## config.mk

```make
export PLATFORM = sky130hd
export DESIGN_NAME = can_bit_timing_calc_top
export DESIGN_NICKNAME = d
export VERILOG_FILES = /design/src/design/cbt_pkg.sv /design/src/design/cbt_seq.sv /design/src/design/cbt_dpath.sv /design/src/design/can_bit_timing_calc_top.sv
export SDC_FILE = /design/constraint.sdc
export NUM_CORES = 1
export LEC_CHECK = 0
export BUFFER_PORTS_ARGS = -buffer_cell sky130_fd_sc_hd__buf_2
export CORE_MARGIN = 2
export CORE_UTILIZATION = 40
export CTS_CLUSTER_SIZE = 12
export DETAILED_ROUTE_END_ITERATION = 16
export PLACE_DENSITY = 0.55
export SETUP_SLACK_MARGIN = 0.02
export SLEW_MARGIN = 0
export SYNTH_ARGS = -nofsm -noshare
export SYNTH_HDL_FRONTEND = slang
export SYNTH_HIERARCHICAL = 1
export SYNTH_SLANG_ARGS = --single-unit
```

## constraint.sdc

```tcl
create_clock -name clk -period 7 [get_ports clk]
set_input_delay 1.4 -clock clk [delete_from_list [all_inputs] [get_ports clk]]
set_output_delay 1.4 -clock clk [all_outputs]
set_load 0.03 [all_outputs]
```

## src/design/cbt_pkg.sv

```systemverilog
`default_nettype none
// ----------------------------------------------------------------------------
// cbt_pkg: shared definitions for the CAN bit timing calculator
// Widths, limits, microcode word layout, status bundle and the segment split
// table used by the sequencer and the datapath.
// ----------------------------------------------------------------------------
package cbt_pkg;

	localparam int CLK_W   = 32;
	localparam int RATE_W  = 20;
	localparam int SUM_W   = 5;
	localparam int CNT_W   = 5;
	localparam int STEP_W  = 4;
	localparam int PRE_W   = 10;
	localparam int SEG1_W  = 4;
	localparam int SEG2_W  = 3;
	localparam int SP_W    = 10;

	localparam logic [CLK_W-1:0]  CLOCK_RESET = CLK_W'(100000);
	localparam logic [RATE_W-1:0] FAST_RATE   = RATE_W'(1000000);
	localparam logic [SUM_W-1:0]  FAST_SUM    = SUM_W'(10 - 1);
	localparam logic [SUM_W-1:0]  SLOW_SUM    = SUM_W'(17 - 1);
	localparam logic [SUM_W-1:0]  MIN_SUM     = SUM_W'(2);
	localparam logic [CNT_W-1:0]  DIV_LAST    = CNT_W'(CLK_W - 1);

	localparam int MAX_SEG1      = 16;
	localparam int MAX_SEG2      = 8;
	localparam int MAX_PRESCALER = 1024;

	// One remainder lane per candidate quanta count, 3 .. 17.
	localparam int NUM_LANES = 15;
	localparam int LANE_W    = 4;
	localparam int MOD_W     = 5;

	typedef logic [STEP_W-1:0] step_t;

	// Program addresses.
	localparam step_t ST_WAIT   = STEP_W'(0);
	localparam step_t ST_DIV_A  = STEP_W'(1);
	localparam step_t ST_SAVE   = STEP_W'(2);
	localparam step_t ST_TEST   = STEP_W'(3);
	localparam step_t ST_LOW    = STEP_W'(4);
	localparam step_t ST_DEC    = STEP_W'(5);
	localparam step_t ST_LOAD_B = STEP_W'(6);
	localparam step_t ST_DIV_B  = STEP_W'(7);
	localparam step_t ST_RESULT = STEP_W'(8);
	localparam step_t ST_DONE   = STEP_W'(9);

	typedef enum logic [2:0] {
		OP_NOP,
		OP_LOAD,
		OP_DIV_A,
		OP_SAVE,
		OP_DEC_SUM,
		OP_LOAD_B,
		OP_DIV_B,
		OP_RESULT
	} op_t;

	typedef enum logic [2:0] {
		C_NEVER,
		C_ALWAYS,
		C_NO_IN,
		C_CNT_NZ,
		C_MOD_ZERO,
		C_SUM_LOW,
		C_OUT_BUSY
	} cond_t;

	typedef struct packed {
		op_t   op;
		cond_t cond;
		step_t target;
	} ctrl_t;

	typedef struct packed {
		logic cnt_nz;
		logic mod_zero;
		logic sum_low;
		logic out_busy;
	} stat_t;

	typedef struct packed {
		logic [4:0]      seg1;
		logic [3:0]      seg2;
		logic [SP_W-1:0] sp;
	} seg_t;

	// Segment split for a segment sum of 2 .. 16: rounded 7/8 split, or the
	// truncated one where the rounded split samples later than 900 permill.
	function automatic seg_t seg_entry(input logic [SUM_W-1:0] s);
		seg_t e;
		e = '0;
		unique case (s)
			5'd2:    e = '{seg1: 5'd1,  seg2: 4'd1, sp: 10'd666};
			5'd3:    e = '{seg1: 5'd2,  seg2: 4'd1, sp: 10'd750};
			5'd4:    e = '{seg1: 5'd3,  seg2: 4'd1, sp: 10'd800};
			5'd5:    e = '{seg1: 5'd4,  seg2: 4'd1, sp: 10'd833};
			5'd6:    e = '{seg1: 5'd5,  seg2: 4'd1, sp: 10'd857};
			5'd7:    e = '{seg1: 5'd6,  seg2: 4'd1, sp: 10'd875};
			5'd8:    e = '{seg1: 5'd7,  seg2: 4'd1, sp: 10'd888};
			5'd9:    e = '{seg1: 5'd8,  seg2: 4'd1, sp: 10'd900};
			5'd10:   e = '{seg1: 5'd8,  seg2: 4'd2, sp: 10'd818};
			5'd11:   e = '{seg1: 5'd9,  seg2: 4'd2, sp: 10'd833};
			5'd12:   e = '{seg1: 5'd10, seg2: 4'd2, sp: 10'd846};
			5'd13:   e = '{seg1: 5'd11, seg2: 4'd2, sp: 10'd857};
			5'd14:   e = '{seg1: 5'd12, seg2: 4'd2, sp: 10'd866};
			5'd15:   e = '{seg1: 5'd13, seg2: 4'd2, sp: 10'd875};
			5'd16:   e = '{seg1: 5'd14, seg2: 4'd2, sp: 10'd882};
			default: e = '0;
		endcase
		return e;
	endfunction

endpackage
`default_nettype wire

```

## src/design/cbt_seq.sv

```systemverilog
`default_nettype none
// ----------------------------------------------------------------------------
// cbt_seq: microcode sequencer
// Step counter and program ROM; one control word per step, with a
// conditional jump evaluated on datapath status or on in_valid.
// ----------------------------------------------------------------------------
module cbt_seq
	import cbt_pkg::*;
(
	input  wire logic  clk,
	input  wire logic  arst_n,
	input  wire logic  in_valid,
	input  wire stat_t stat,
	output ctrl_t      ctrl,
	output logic       in_ready
);

	step_t step_q;
	step_t step_d;
	logic  take;

	function automatic ctrl_t ucode(input step_t s);
		ctrl_t w;
		w = '{op: OP_NOP, cond: C_ALWAYS, target: ST_WAIT};
		unique case (s)
			ST_WAIT:   w = '{op: OP_LOAD,    cond: C_NO_IN,    target: ST_WAIT};
			ST_DIV_A:  w = '{op: OP_DIV_A,   cond: C_CNT_NZ,   target: ST_DIV_A};
			ST_SAVE:   w = '{op: OP_SAVE,    cond: C_NEVER,    target: ST_WAIT};
			ST_TEST:   w = '{op: OP_NOP,     cond: C_MOD_ZERO, target: ST_LOAD_B};
			ST_LOW:    w = '{op: OP_NOP,     cond: C_SUM_LOW,  target: ST_RESULT};
			ST_DEC:    w = '{op: OP_DEC_SUM, cond: C_ALWAYS,   target: ST_TEST};
			ST_LOAD_B: w = '{op: OP_LOAD_B,  cond: C_NEVER,    target: ST_WAIT};
			ST_DIV_B:  w = '{op: OP_DIV_B,   cond: C_CNT_NZ,   target: ST_DIV_B};
			ST_RESULT: w = '{op: OP_RESULT,  cond: C_OUT_BUSY, target: ST_RESULT};
			ST_DONE:   w = '{op: OP_NOP,     cond: C_ALWAYS,   target: ST_WAIT};
			default:   w = '{op: OP_NOP,     cond: C_ALWAYS,   target: ST_WAIT};
		endcase
		return w;
	endfunction

	assign ctrl     = ucode(step_q);
	assign in_ready = (ctrl.op == OP_LOAD);

	always_comb begin
		unique case (ctrl.cond)
			C_NEVER:    take = 1'b0;
			C_ALWAYS:   take = 1'b1;
			C_NO_IN:    take = ~in_valid;
			C_CNT_NZ:   take = stat.cnt_nz;
			C_MOD_ZERO: take = stat.mod_zero;
			C_SUM_LOW:  take = stat.sum_low;
			C_OUT_BUSY: take = stat.out_busy;
			default:    take = 1'b1;
		endcase
		step_d = take ? ctrl.target : step_q + STEP_W'(1);
	end

	always_ff @(posedge clk or negedge arst_n) begin
		if (!arst_n) begin
			step_q <= ST_WAIT;
		end else begin
			step_q <= step_d;
		end
	end

endmodule
`default_nettype wire

```

## src/design/cbt_dpath.sv

```systemverilog
`default_nettype none
// ----------------------------------------------------------------------------
// cbt_dpath: bit timing datapath
// Clock register, shared restoring divider, remainder lanes for the quanta
// candidates, segment sum counter and the result register.
// ----------------------------------------------------------------------------
module cbt_dpath
	import cbt_pkg::*;
(
	input  wire logic              clk,
	input  wire logic              arst_n,
	input  wire ctrl_t             ctrl,
	output stat_t                  stat,
	input  wire logic              cfg_wr_en,
	input  wire logic [CLK_W-1:0]  cfg_wr_data,
	input  wire logic              in_valid,
	input  wire logic [RATE_W-1:0] bitrate,
	output logic                   out_valid,
	input  wire logic              out_ready,
	output logic                   ok,
	output logic [PRE_W-1:0]       prescaler_code,
	output logic [SEG1_W-1:0]      seg1_code,
	output logic [SEG2_W-1:0]      seg2_code,
	output logic [SP_W-1:0]        sample_point
);

	logic [CLK_W-1:0]  clock_q;
	logic [RATE_W-1:0] rate_q;
	logic [RATE_W-1:0] rem_q;
	logic [CLK_W-1:0]  quo_q;
	logic [CNT_W-1:0]  cnt_q;
	logic [SUM_W-1:0]  sum_q;
	logic              exact_q;
	logic              found_q;
	logic [MOD_W-1:0]  mod_q [NUM_LANES];

	logic                   out_valid_q;
	logic                   ok_q;
	logic [PRE_W-1:0]       presc_q;
	logic [SEG1_W-1:0]      seg1_q;
	logic [SEG2_W-1:0]      seg2_q;
	logic [SP_W-1:0]        sp_q;

	logic [RATE_W-1:0] divisor;
	logic [RATE_W:0]   trial;
	logic [RATE_W:0]   diff;
	logic              qbit;
	logic [RATE_W-1:0] rem_next;
	logic [SUM_W-1:0]  lane_off;
	logic [LANE_W-1:0] lane_idx;
	logic              div_op;
	logic              out_busy;
	seg_t              seg;
	logic              presc_ok;
	logic              seg_ok;
	logic              good;

	// One restoring step: quotient bits leave MSB first.
	always_comb begin
		divisor  = (ctrl.op == OP_DIV_B) ? RATE_W'(sum_q + SUM_W'(1)) : rate_q;
		trial    = {rem_q, quo_q[CLK_W-1]};
		diff     = trial - {1'b0, divisor};
		qbit     = (trial >= {1'b0, divisor});
		rem_next = qbit ? diff[RATE_W-1:0] : trial[RATE_W-1:0];
		div_op   = (ctrl.op == OP_DIV_A) || (ctrl.op == OP_DIV_B);
	end

	assign lane_off = sum_q - MIN_SUM;
	assign lane_idx = lane_off[LANE_W-1:0];
	assign out_busy = out_valid_q & ~out_ready;

	assign stat = '{cnt_nz:   (cnt_q != '0),
	                mod_zero: (mod_q[lane_idx] == '0),
	                sum_low:  (sum_q <= MIN_SUM),
	                out_busy: out_busy};

	// Result check: the quotient register holds the prescaler after pass B.
	always_comb begin
		seg      = seg_entry(sum_q);
		presc_ok = (quo_q != '0) && (quo_q <= CLK_W'(MAX_PRESCALER));
		seg_ok   = (seg.seg1 >= 5'd1) && (seg.seg1 <= 5'(MAX_SEG1)) &&
		           (seg.seg2 >= 4'd1) && (seg.seg2 <= 4'(MAX_SEG2));
		good     = found_q && exact_q && presc_ok && seg_ok && (rate_q != '0);
	end

	always_ff @(posedge clk or negedge arst_n) begin
		if (!arst_n) begin
			clock_q <= CLOCK_RESET;
		end else if (cfg_wr_en) begin
			clock_q <= cfg_wr_data;
		end
	end

	always_ff @(posedge clk or negedge arst_n) begin
		if (!arst_n) begin
			cnt_q <= '0;
		end else if ((ctrl.op == OP_LOAD && in_valid) || ctrl.op == OP_LOAD_B) begin
			cnt_q <= DIV_LAST;
		end else if (div_op) begin
			cnt_q <= cnt_q - CNT_W'(1);
		end
	end

	always_ff @(posedge clk) begin
		unique case (ctrl.op)
			OP_LOAD: begin
				if (in_valid) begin
					rate_q  <= bitrate;
					quo_q   <= clock_q;
					rem_q   <= '0;
					found_q <= 1'b0;
					sum_q   <= (bitrate >= FAST_RATE) ? FAST_SUM : SLOW_SUM;
				end
			end
			OP_DIV_A, OP_DIV_B: begin
				rem_q <= rem_next;
				quo_q <= {quo_q[CLK_W-2:0], qbit};
			end
			OP_SAVE: begin
				// The quotient rebuilds the rate exactly when the remainder
				// stays below it.
				exact_q <= ({{(CLK_W-RATE_W){1'b0}}, rem_q} < quo_q);
			end
			OP_DEC_SUM: begin
				sum_q <= sum_q - SUM_W'(1);
			end
			OP_LOAD_B: begin
				rem_q   <= '0;
				found_q <= 1'b1;
			end
			OP_NOP, OP_RESULT: begin
			end
			default: begin
			end
		endcase
	end

	// Remainder lanes follow the quotient bits of the first division, so each
	// lane ends holding the quotient modulo its quanta candidate.
	always_ff @(posedge clk) begin
		for (int i = 0; i < NUM_LANES; i++) begin
			if (ctrl.op == OP_LOAD && in_valid) begin
				mod_q[i] <= '0;
			end else if (ctrl.op == OP_DIV_A) begin
				if ({mod_q[i], qbit} >= 6'(i + 3)) begin
					mod_q[i] <= 5'({mod_q[i], qbit} - 6'(i + 3));
				end else begin
					mod_q[i] <= 5'({mod_q[i], qbit});
				end
			end
		end
	end

	always_ff @(posedge clk or negedge arst_n) begin
		if (!arst_n) begin
			out_valid_q <= 1'b0;
		end else if (ctrl.op == OP_RESULT && !out_busy) begin
			out_valid_q <= 1'b1;
		end else if (out_ready) begin
			out_valid_q <= 1'b0;
		end
	end

	always_ff @(posedge clk) begin
		if (ctrl.op == OP_RESULT && !out_busy) begin
			ok_q    <= good;
			presc_q <= good ? quo_q[PRE_W-1:0] - PRE_W'(1) : '0;
			seg1_q  <= good ? SEG1_W'(seg.seg1 - 5'd1) : '0;
			seg2_q  <= good ? SEG2_W'(seg.seg2 - 4'd1) : '0;
			sp_q    <= good ? seg.sp : '0;
		end
	end

	assign out_valid      = out_valid_q;
	assign ok             = ok_q;
	assign prescaler_code = presc_q;
	assign seg1_code      = seg1_q;
	assign seg2_code      = seg2_q;
	assign sample_point   = sp_q;

endmodule
`default_nettype wire

```

## src/design/can_bit_timing_calc_top.sv

```systemverilog
`default_nettype none
// ----------------------------------------------------------------------------
// can_bit_timing_calc_top: CAN bit timing calculator
// Derives prescaler and segment codes for a wanted bitrate from the
// configured peripheral clock.
// ----------------------------------------------------------------------------
// Each beat on the input carries a wanted bitrate; one result beat follows
// it. The block divides the peripheral clock (clock_hz, written through
// cfg_wr_en/cfg_wr_data, reset value 100000 Hz) by the bitrate, picks the
// largest quanta count per bit (at most 10 at or above 1 Mbps, at most 17
// below, at least 3) that divides that quotient exactly, and splits the
// segments for a sample point near 87.5 percent. The result gives register
// codes (value minus one) and the sample point in permill; when no exact,
// legal timing exists, ok is low and all other fields are zero. The work is
// done by the shared restoring divider, which retires one quotient bit per
// cycle and runs twice (clock over bitrate, then quotient over quanta
// count), and by the microcoded search, which spends three steps on each
// rejected quanta count; at most 14 counts are rejected before a match.
// Items are taken one at a time. The result sits in an output register, so
// a new input beat is taken once the sequencer has gone on from its result
// step through its done step to its wait step, even while the result still
// waits to be taken; a finished result that finds the output register still
// occupied waits until it is free. Write clock_hz only while the block is
// idle.
// ----------------------------------------------------------------------------
module can_bit_timing_calc_top
	import cbt_pkg::*;
(
	input  wire logic              clk,
	input  wire logic              arst_n,
	input  wire logic              cfg_wr_en,
	input  wire logic [CLK_W-1:0]  cfg_wr_data,
	input  wire logic              in_valid,
	output logic                   in_ready,
	input  wire logic [RATE_W-1:0] bitrate,
	output logic                   out_valid,
	input  wire logic              out_ready,
	output logic                   ok,
	output logic [PRE_W-1:0]       prescaler_code,
	output logic [SEG1_W-1:0]      seg1_code,
	output logic [SEG2_W-1:0]      seg2_code,
	output logic [SP_W-1:0]        sample_point
);

	ctrl_t ctrl;
	stat_t stat;

	// The sequencer steps through the program and raises in_ready only on its
	// wait step.
	cbt_seq u_seq (
		.clk      (clk),
		.arst_n   (arst_n),
		.in_valid (in_valid),
		.stat     (stat),
		.ctrl     (ctrl),
		.in_ready (in_ready)
	);

	// The datapath holds the clock register, the divider, the remainder lanes
	// and the result register.
	cbt_dpath u_dpath (
		.clk            (clk),
		.arst_n         (arst_n),
		.ctrl           (ctrl),
		.stat           (stat),
		.cfg_wr_en      (cfg_wr_en),
		.cfg_wr_data    (cfg_wr_data),
		.in_valid       (in_valid),
		.bitrate        (bitrate),
		.out_valid      (out_valid),
		.out_ready      (out_ready),
		.ok             (ok),
		.prescaler_code (prescaler_code),
		.seg1_code      (seg1_code),
		.seg2_code      (seg2_code),
		.sample_point   (sample_point)
	);

	// Once an input beat is taken, the block is busy in the next cycle.
	assert property (@(posedge clk) disable iff (!arst_n)
		(in_valid && in_ready) |=> !in_ready)
		else $error("input taken again right after an accepted beat");

	// A failed result carries all-zero fields.
	assert property (@(posedge clk) disable iff (!arst_n)
		(out_valid && !ok) |-> (prescaler_code == '0 && seg1_code == '0 &&
		                        seg2_code == '0 && sample_point == '0))
		else $error("failed result with nonzero fields");

	// A good result samples between 666 and 900 permill, with a short BS2.
	assert property (@(posedge clk) disable iff (!arst_n)
		(out_valid && ok) |-> (sample_point >= SP_W'(666) &&
		                       sample_point <= SP_W'(900) &&
		                       seg2_code <= SEG2_W'(1)))
		else $error("good result with sample point or BS2 out of range");

endmodule
`default_nettype wire
```

==> results.toml, run 1 <==
[outcome]
outcome = "completed"

[finish]
drive_gt1_frac = 0.153
postLayoutCoreUtil = 0.462
final_nets = 1527
stdcell_area_um2 = 15400
syn_to_final_growth_pct = 13.8

[die]
io_pins = 87
dieWidth_um = 188
fp-row-count = 67
initial_core_util = 0.405
core_um2 = 33400
dieArea_um2 = 35400
die_h_um = 188

[sta]
slew_violations = 0
finClkSkew_ps = 22.6
setup_viol = 0
rsz0062_at_grt = "false"
hold_violations = 0
setup-tns-final_ps = 0
fin_crit_ps = 6300
worst_pin_slew_ps = 998
relSlewSlack = 0.335
fmax_mhz = 159
period_share = 0.899

[logic_synthesis]
synth_seq_cells = 240
synthTopCellsByArea = "edfxtp_1 40%, ha_1 7.7%, dfrtp_1 6.6%"
yosysTopAreaCellShare = 0.403
yosysMostFrequentCell = "edfxtp_1"
postSynthAreaPerCell_um2 = 10.4
synth_warnings = 6
netlist_area_um2 = 13600
ys_types = 82
syn_nets = 1452
yosysTopAreaCell = "edfxtp_1"
yosys_most_used_dff = "edfxtp_1"
async_reset_ff_frac = 0.175
ys_top_cells_by_count = "182 x edfxtp_1, 176 x nand2_1, 106 x nor2_1"
synthCells = 1310
yosysSeqAreaShare = 0.505
synth_edf_count = 182

[route]
viasPerCell = 5.33
final_antenna_net_count = 0
vias = 9891
first_iter_violations = 635
routedWlPerCell_um = 16.8
dr.pass1.iters = 5
drt_wl_total_um = 31300
route.detailed.drc = 0

[place]
dpl_cell_area_um2 = 14400
place_hpwl_um = 22000
io_buffers = 86
gp_congestion = 0.851

[cts]
clockBufferDepth = 3
clk_pin_slew_worst_paths_ps = 60
cts_resized = 0
cts_tree = "built"
cts_htree_levels = 1
numCtsBuffers = 29
clock-sinks = 240
post_cts.repair.setup_buffers = 0
clock_latency_ps = 570
root_buffer = "clkbuf_16"
cts-hold-fix-buffers = 0

[worst_setup_path]
critPathKind = "flop to flop"
cp.required_ps = 7430
path_max_fanout = 42
critPathLaunchType = "flop"
worstPathArrival_ps = 6720
crit_path_end_kind = "flop"

[min_path]
min_path_type = "flop to flop"

[global_route]
grt_max_degree = 76
grt_pass1_wl_um = 50700
grt_use_total = 0.177
antenna_found_initial = 1
grt_pass1_vias = 9575
gr-total-overflow = 0

[job]
cap_violations = 0
## layer usage
metal / track usage / wire length, µm
met3: 0.0290 / 1430
met5: 0 / 0
met1: 0.252 / 15200
met4: 0.0415 / 651
met2: 0.282 / 14000
## cells in the final DEF, fill, tap and decap left out, types with 6 or more instances in the layout
| cell | netlist | final |
|---|---|---|
| clkinv_2 | 0 | 6 |
| a31oi_1 | 18 | 18 |
| o21a_1 | 9 | 9 |
| buf_4 | 4 | 14 |
| dfxtp_1 | 16 | 16 |
| and2_1 | 21 | 21 |
| xor2_1 | 13 | 13 |
| mux2_2 | 32 | 32 |
| mux2i_1 | 11 | 11 |
| or3_1 | 13 | 13 |
| a211oi_1 | 13 | 13 |
| dfstp_2 | 6 | 6 |
| nand2_1 | 176 | 175 |
| o211ai_1 | 8 | 8 |
| a21oi_1 | 75 | 75 |
| o21ai_0 | 73 | 73 |
| and3_1 | 10 | 10 |
| edfxtp_1 | 182 | 182 |
| inv_1 | 58 | 58 |
| nand3_1 | 28 | 28 |
| a21o_1 | 23 | 23 |
| nor3_1 | 34 | 34 |
| dfrtp_1 | 36 | 36 |
| nand4_1 | 14 | 14 |
| nor2_1 | 106 | 105 |
| buf_2 | 11 | 86 |
| xnor2_1 | 47 | 47 |
| nand2b_1 | 12 | 10 |
| clkbuf_1 | 34 | 6 |
| nor4_1 | 25 | 25 |
| ha_1 | 84 | 84 |
| nor2b_1 | 11 | 11 |
| clkbuf_16 | 0 | 29 |
| o31ai_1 | 8 | 8 |
## final timing paths
kind / depth (start not counted) / slack (ps) / start / endpoint
min in group asynchronous: 1 / 980 / arst_n / u_dpath/clock_q[21]
worst min-delay path: 1 / 500 / u_dpath/seg[2] / u_dpath/sample_point[2]
worst max register to register: 23 / 700 / u_seq/step_q[0] / u_dpath/mod_q[10][3]
worst max-delay path: 23 / 700 / u_seq/step_q[0] / u_dpath/mod_q[10][3]
max in group asynchronous: 1 / 5400 / arst_n / u_dpath/cnt_q[2]
worst min register to register: 1 / 500 / u_dpath/seg[2] / u_dpath/sample_point[2]
## final cells by class
class / instances / area [µm²]
fill: 3160 / 18000
sequential: 240 / 6840
multi-input combinational: 953 / 6260
clock buffer: 38 / 790
tap: 448 / 561
timing repair buffer: 100 / 536
inverter: 61 / 229
clock inverter: 16 / 219
antenna: 1 / 2.50
## cell families after synthesis
| kind of cell | share of synthesized area |
|---|---|
| AND/OR/NAND/NOR | 0.168 |
| XOR/XNOR | 0.0387 |
| flip-flops | 0.505 |
| multiplexers | 0.0408 |
| adder cells (fa/ha/maj) | 0.0790 |
| AO/OA/AOI/OAI | 0.134 |
| buffers and inverters | 0.0351 |
| other | 0.000277 |
## metrics by stage
stage	hold WS (ps)	std cells	worst slack, ps
floorplan	480	1310	1530
global placement	491	1802	950
detailed placement	490	1802	750
CTS	500	1856	717
global route	519	1856	92.8
finish	498	1857	704
## flip-flops by register name, indices dropped and copies added (netlist names), 3 cells and up
| name | count |
|---|---|
| u_dpath/seg | 16 |
| u_dpath/seg1_code | 4 |
| u_dpath/quo_q | 32 |
| u_seq/step_q | 4 |
| u_dpath/rem_q | 20 |
| u_dpath/cnt_q | 5 |
| u_dpath/prescaler_code | 10 |
| u_dpath/seg2_code | 3 |
| u_dpath/sample_point | 10 |
| u_dpath/clock_q | 32 |
| u_dpath/rate_q | 20 |
| u_dpath/mod_q | 75 |
| u_dpath/sum_q | 5 |
## critical path: stages, from the launching register on
cell and delay (ps):
dfrtp_1 440, inv_1 160, ha_1 290, nand2_2 130
a21boi_0 150, o21ai_0 140, buf_4 180, nor2b_1 130
buf_4 250, nand2_1 520, nor3_1 360, a21oi_1 70
ha_1 420, nand4_1 180, or3_1 450, o21a_1 260
a21oi_4 160, buf_4 460, ha_1 240, nor2b_1 40
o21ai_0 450, nand2_1 160, or4_1 410, nand3_1 90
Power of run 1 is left out: the tool's default activity adds up to more than one toggle a clock period on the data nets, which glitch-free logic cannot reach.
==> run 2, diff against run 1 <==
- ABC_AREA: unset -> 1
- CORE_MARGIN: 2 -> 10
==> run 2 against run 1 <==
Sequential share of layout area is 0.12 points lower. Non-clock buffer count is 5 lower. Flip-flop and latch count stayed put. Synthesized cell count is 19% higher. Routed wire length is 4.7% higher. Global-route usage is 2.2 points lower. First-iteration DRC count is 21% higher. Die area is 19% higher. Maximum frequency is 14% higher. Synthesized area is 0.80% higher. Via count is 7.7% higher. Critical path depth is 1 lower. Highest routed layer unchanged.
==> results.toml, run 2 <==
[pwr]
combPwrFrac = 0.478
p_per_area_nw_per_um2 = 540
intPower_uw = 4600
p_sw_uw = 3770
p_sw_frac = 0.450
pwr-share-clk = 0.177
seqPwrFrac = 0.345
leakagePower_uw = 0.00672
ir_drop_v = 0.000276
finalPower_uw = 8370

[die]
fp-row-count = 67
dieArea_um2 = 42000
core_um2 = 33600
die_h_um = 205
io_pins = 87
dieWidth_um = 205
initial_core_util = 0.407

[finish]
syn_to_final_growth_pct = 13.3
drive_gt1_frac = 0.119
antennaDiodeCount = 0
largest_register = "u_dpath/mod_q"
final_nets = 1779
final_common_cell = "nand2_1"
largest_reg_flops = 75
reg_top3 = "u_dpath/mod_q (75), u_dpath/clock_q (32), u_dpath/quo_q (32)"
mostFrequentLayoutCells = "332 x nand2_1, 188 x inv_1, 182 x edfxtp_1, 157 x nor2_1, 135 x o21ai_0"

[logic_synthesis]
synth_edf_count = 182
synthTopCellsByArea = "edfxtp_1 40%, nand2_1 9.1%, ha_1 7.7%"
yosysTopAreaCellShare = 0.400
postSynthAreaPerCell_um2 = 8.80
synth_seq_cells = 240
yosysSeqAreaShare = 0.501
yosysTopAreaCell = "edfxtp_1"
yosysMostFrequentCell = "nand2_1"
synthCells = 1553
ys_types = 57
ys_top_cells_by_count = "333 x nand2_1, 188 x inv_1, 182 x edfxtp_1"
synth_warnings = 6
yosys_most_used_dff = "edfxtp_1"
syn_nets = 1695
netlist_area_um2 = 13700
async_reset_ff_frac = 0.175

[sta]
setup-tns-final_ps = 0
rsz0062_at_grt = "false"
finClkSkew_ps = 18.4
period_share = 0.787
relSlewSlack = 0.349
worst_pin_slew_ps = 977
slew_violations = 0
hold_violations = 0
setup_viol = 0
fmax_mhz = 181
fin_crit_ps = 5510

[global_route]
grt_use_total = 0.155
antenna_found_initial = 0
gr-total-overflow = 0
grt_pass1_wl_um = 53400
grt_max_degree = 90
grt_pass1_vias = 10322

[place]
io_buffers = 86
place_hpwl_um = 23700
gp_congestion = 0.875

[cts]
cts-hold-fix-buffers = 0
cts_htree_levels = 1
cts_tree = "built"
post_cts.repair.setup_buffers = 0
clk_pin_slew_worst_paths_ps = 60
numCtsBuffers = 28
cts_resized = 0
clock-sinks = 240
clockBufferDepth = 3
root_buffer = "clkbuf_16"
clock_latency_ps = 550

[route]
dr.pass1.iters = 5
first_iter_violations = 767
routedWlPerCell_um = 15.5
drt_wl_total_um = 32800
viasPerCell = 5.06
route.detailed.drc = 0
final_antenna_net_count = 0
vias = 10651

[worst_setup_path]
cp.required_ps = 7280
worstPathArrival_ps = 5790
critPathKind = "flop to flop"
critPathLaunchType = "flop"
crit_path_end_kind = "flop"
worstRegToRegCells = 22
path_max_fanout = 16

[min_path]
min_path_type = "flop to flop"
holdPathStages = 2

[outcome]
outcome = "completed"

[job]
cap_violations = 0
[run 2: routing by layer]
layer / part of all wire / GRT usage / wire [µm]
met1: 0.48 / 0.210 / 15600
met2: 0.46 / 0.252 / 14900
met3: 0.049 / 0.0281 / 1610
met4: 0.018 / 0.0354 / 590
met5: 0 / 0 / 0
[run 2: power by group through the flow]
| stage | combinational [µW] | clock [µW] | sequential [µW] |
|---|---|---|---|
| 2_1_floorplan | 3070 | 0 | 2810 |
| 3_3_place_gp | 3960 | 0 | 2900 |
| 5_1_grt | 4610 | 1580 | 2960 |
| 3_5_place_dp | 4010 | 0 | 2900 |
| 6_report | 4000 | 1480 | 2890 |
| 4_1_cts | 4030 | 1530 | 2890 |
[run 2: final timing paths]
kind | slack, ps | endpoint | startpoint
worst max-delay path | 1490 | u_dpath/mod_q[14][3] | u_seq/step_q[0]
worst min-delay path | 480 | u_dpath/clock_q[5] | u_dpath/clock_q[5]
worst max register to register | 1490 | u_dpath/mod_q[14][3] | u_seq/step_q[0]
worst min register to register | 480 | u_dpath/clock_q[5] | u_dpath/clock_q[5]
max in group asynchronous | 5370 | u_dpath/clock_q[31] | arst_n
min in group asynchronous | 1030 | u_dpath/clock_q[13] | arst_n
[run 2: cells by family after synthesis]
group / synth area share
mux: 0.000732
buf+inv: 0.0707
flops: 0.501
simple gates: 0.225
xor+xnor: 0.0211
other cells: 0.000274
fa+ha+maj: 0.0783
compound gates: 0.103
[run 2: worst max-delay path, cell delays in order (launching register included)]
cell and delay, ps:
dfrtp_1 410, inv_1 120, ha_1 270, o21ai_0 520, inv_2 150, nor2_2 390
inv_1 370, nand2_1 150, ha_1 300, a21oi_1 220, o21ai_0 140, nand2_1 80
nand2_1 80, nor2_4 320, nand2_2 100, inv_1 500, ha_1 290, nand2_1 90
or2_2 280, a21oi_1 160, inv_1 120, nand4_1 110, a21oi_1 70
[run 2: cell type report]
cell class | count | area (µm²)
Fill cell | 3260 | 18100
Tap cell | 448 | 561
Timing Repair Buffer | 95 | 498
Clock buffer | 46 | 891
Multi-Input combinational cell | 1074 | 5880
Clock inverter | 6 | 57.6
Sequential cell | 240 | 6840
Inverter | 198 | 756
[run 2: through the flow]
step,setup WS [ps],area (µm²),utilization,hold WS [ps],std cells
after global routing,846,15500,0.461,516,2107
after detailed placement,1540,14500,0.432,475,2055
after global placement,1710,14500,0.432,471,2055
after CTS,1520,15500,0.461,484,2107
final,1490,15500,0.461,480,2107
after floorplan,2220,13700,-,455,1553
No activity file was read; power rests on OpenSTA's default activity.
==> run 3, diff against run 2 <==
- ABC_AREA: 1 -> 0
- clock period: 7 -> 5.6 ns (I/O delays scaled with it)
==> run 3 against run 2 <==
Via count decreased by 7.2%. Clock skew increased by 2.4 ps. Die area decreased by 0.72%. Highest routed layer unchanged. Hold slack improved by 18 ps. Final area increased by 0.22%.
==> results.toml, run 3 (same netlist as run 1, synthesis figures left out) <==
[cts]
numCtsBuffers = 29
root_buffer = "clkbuf_16"
cts-hold-fix-buffers = 0
clock_latency_ps = 570
cts_tree = "built"
clk_pin_slew_worst_paths_ps = 60
clock-sinks = 240
cts_htree_levels = 1
clockBufferDepth = 3

[route]
vias = 9879
routedWlPerCell_um = 17.2
route.detailed.drc = 0
viasPerCell = 5.28
first_iter_violations = 567
drt_wl_total_um = 32200
dr.pass1.iters = 4
final_antenna_net_count = 0

[die]
fp-row-count = 67
die_h_um = 204
dieArea_um2 = 41700
io_pins = 87
initial_core_util = 0.404
core_um2 = 33500
dieWidth_um = 204

[global_route]
grt_use_total = 0.151
grt_pass1_wl_um = 51600
grt_max_degree = 78
grt_pass1_vias = 9644
antenna_found_initial = 1
gr-total-overflow = 0

[finish]
fill_cells = 3185
largest_register = "u_dpath/mod_q"
multiInputGateArea_um2 = 6270
regArea_um2 = 6840
drive_gt1_frac = 0.163
largest_reg_flops = 75
reg_top3 = "u_dpath/mod_q (75), u_dpath/clock_q (32), u_dpath/quo_q (32)"
mostFrequentLayoutCells = "182 x edfxtp_1, 174 x nand2_1, 105 x nor2_1, 86 x buf_2, 82 x ha_1"
final_common_cell = "edfxtp_1"
final_nets = 1541
syn_to_final_growth_pct = 14.4

[min_path]
min_path_type = "flop to flop"

[outcome]
outcome = "completed"

[worst_setup_path]
timing.critical_path.buf_inv = 2
critPathMaxStageDelay_ps = 450
critPathMostFrequentCell = "or3_1"
worstPathArrival_ps = 5600
worstPathCellList = "inv_1, ha_2, nand2_2, a21boi_0, o21ai_0, nor2b_1, nand2_2, nor3_1, a21oi_1, ha_2, nand4_1, or3_1, o21a_1, a21oi_4, inv_2, ha_1, nand2_1, o21a_1, nor2_1, or3_1, or3_1, a21oi_1"
critPathKind = "flop to flop"
crit_path_end_kind = "flop"
cp.required_ps = 6010
path_max_fanout = 11
critical_path.top_delay_family = "simple AND/OR/NAND/NOR gates"
crit_slowest_cell = "dfrtp_1"
critPathLaunchType = "flop"

[job]
cap_violations = 0

[sta]
period_share = 0.927
hold_violations = 0
setup_viol = 0
relSlewSlack = 0.328
worst_pin_slew_ps = 1010
fmax_mhz = 193
slew_violations = 0
setup-tns-final_ps = 0
finClkSkew_ps = 20.8
fin_crit_ps = 5190

[place]
place_hpwl_um = 23100
gp_congestion = 0.893
io_buffers = 86
run 3: layout make-up:
type,count,area share
multi-input combinational,953,0.404
clock buffer,41,0.0523
timing repair buffer,114,0.0413
tap,448,0.0361
antenna,1,0.000161
clock inverter,13,0.0104
sequential,240,0.441
inverter,61,0.0148
run 3: path summary, 6_finish.rpt:
path | from | to | slack (ps) | depth (start not counted)
worst min register to register | u_dpath/seg[3] | u_dpath/sample_point[3] | 500 | 1
worst max register to register | u_seq/step_q[0] | u_dpath/mod_q[14][3] | 410 | 22
max in group asynchronous | arst_n | u_seq/step_q[1] | 4240 | 1
worst min-delay path | u_dpath/seg[3] | u_dpath/sample_point[3] | 500 | 1
min in group asynchronous | arst_n | u_dpath/clock_q[22] | 710 | 1
worst max-delay path | u_seq/step_q[0] | u_dpath/mod_q[14][3] | 410 | 22
run 3: per-stage QoR:
| stage | hold slack (ps) | instances | cell area, µm² | worst slack [ps] | utilization |
|---|---|---|---|---|---|
| 2_1_floorplan | 480 | 1310 | 13600 | 125 | - |
| 3_3_place_gp | 490 | 1812 | 14500 | 438 | 0.433 |
| 3_5_place_dp | 493 | 1812 | 14500 | 272 | 0.433 |
| 4_1_cts | 499 | 1866 | 15500 | 242 | 0.462 |
| 5_1_grt | 510 | 1870 | 15500 | -13.4 | 0.463 |
| 6_report | 498 | 1871 | 15500 | 411 | 0.463 |
run 3: layer usage:
| metal | part of all wire | track usage | up-vias |
|---|---|---|---|
| li1 | - | - | 4952 |
| met1 | 0.48 | 0.207 | 4704 |
| met2 | 0.45 | 0.240 | 178 |
| met3 | 0.050 | 0.0298 | 45 |
| met4 | 0.021 | 0.0370 | 0 |
| met5 | 0 | 0 | - |
run 3: timing repair:
item	4_1_cts	5_1_grt
resized for setup	0	4
setup buffers	0	4
setup endpoints to repair	0	16
Power of run 3 is left out for the same reason.
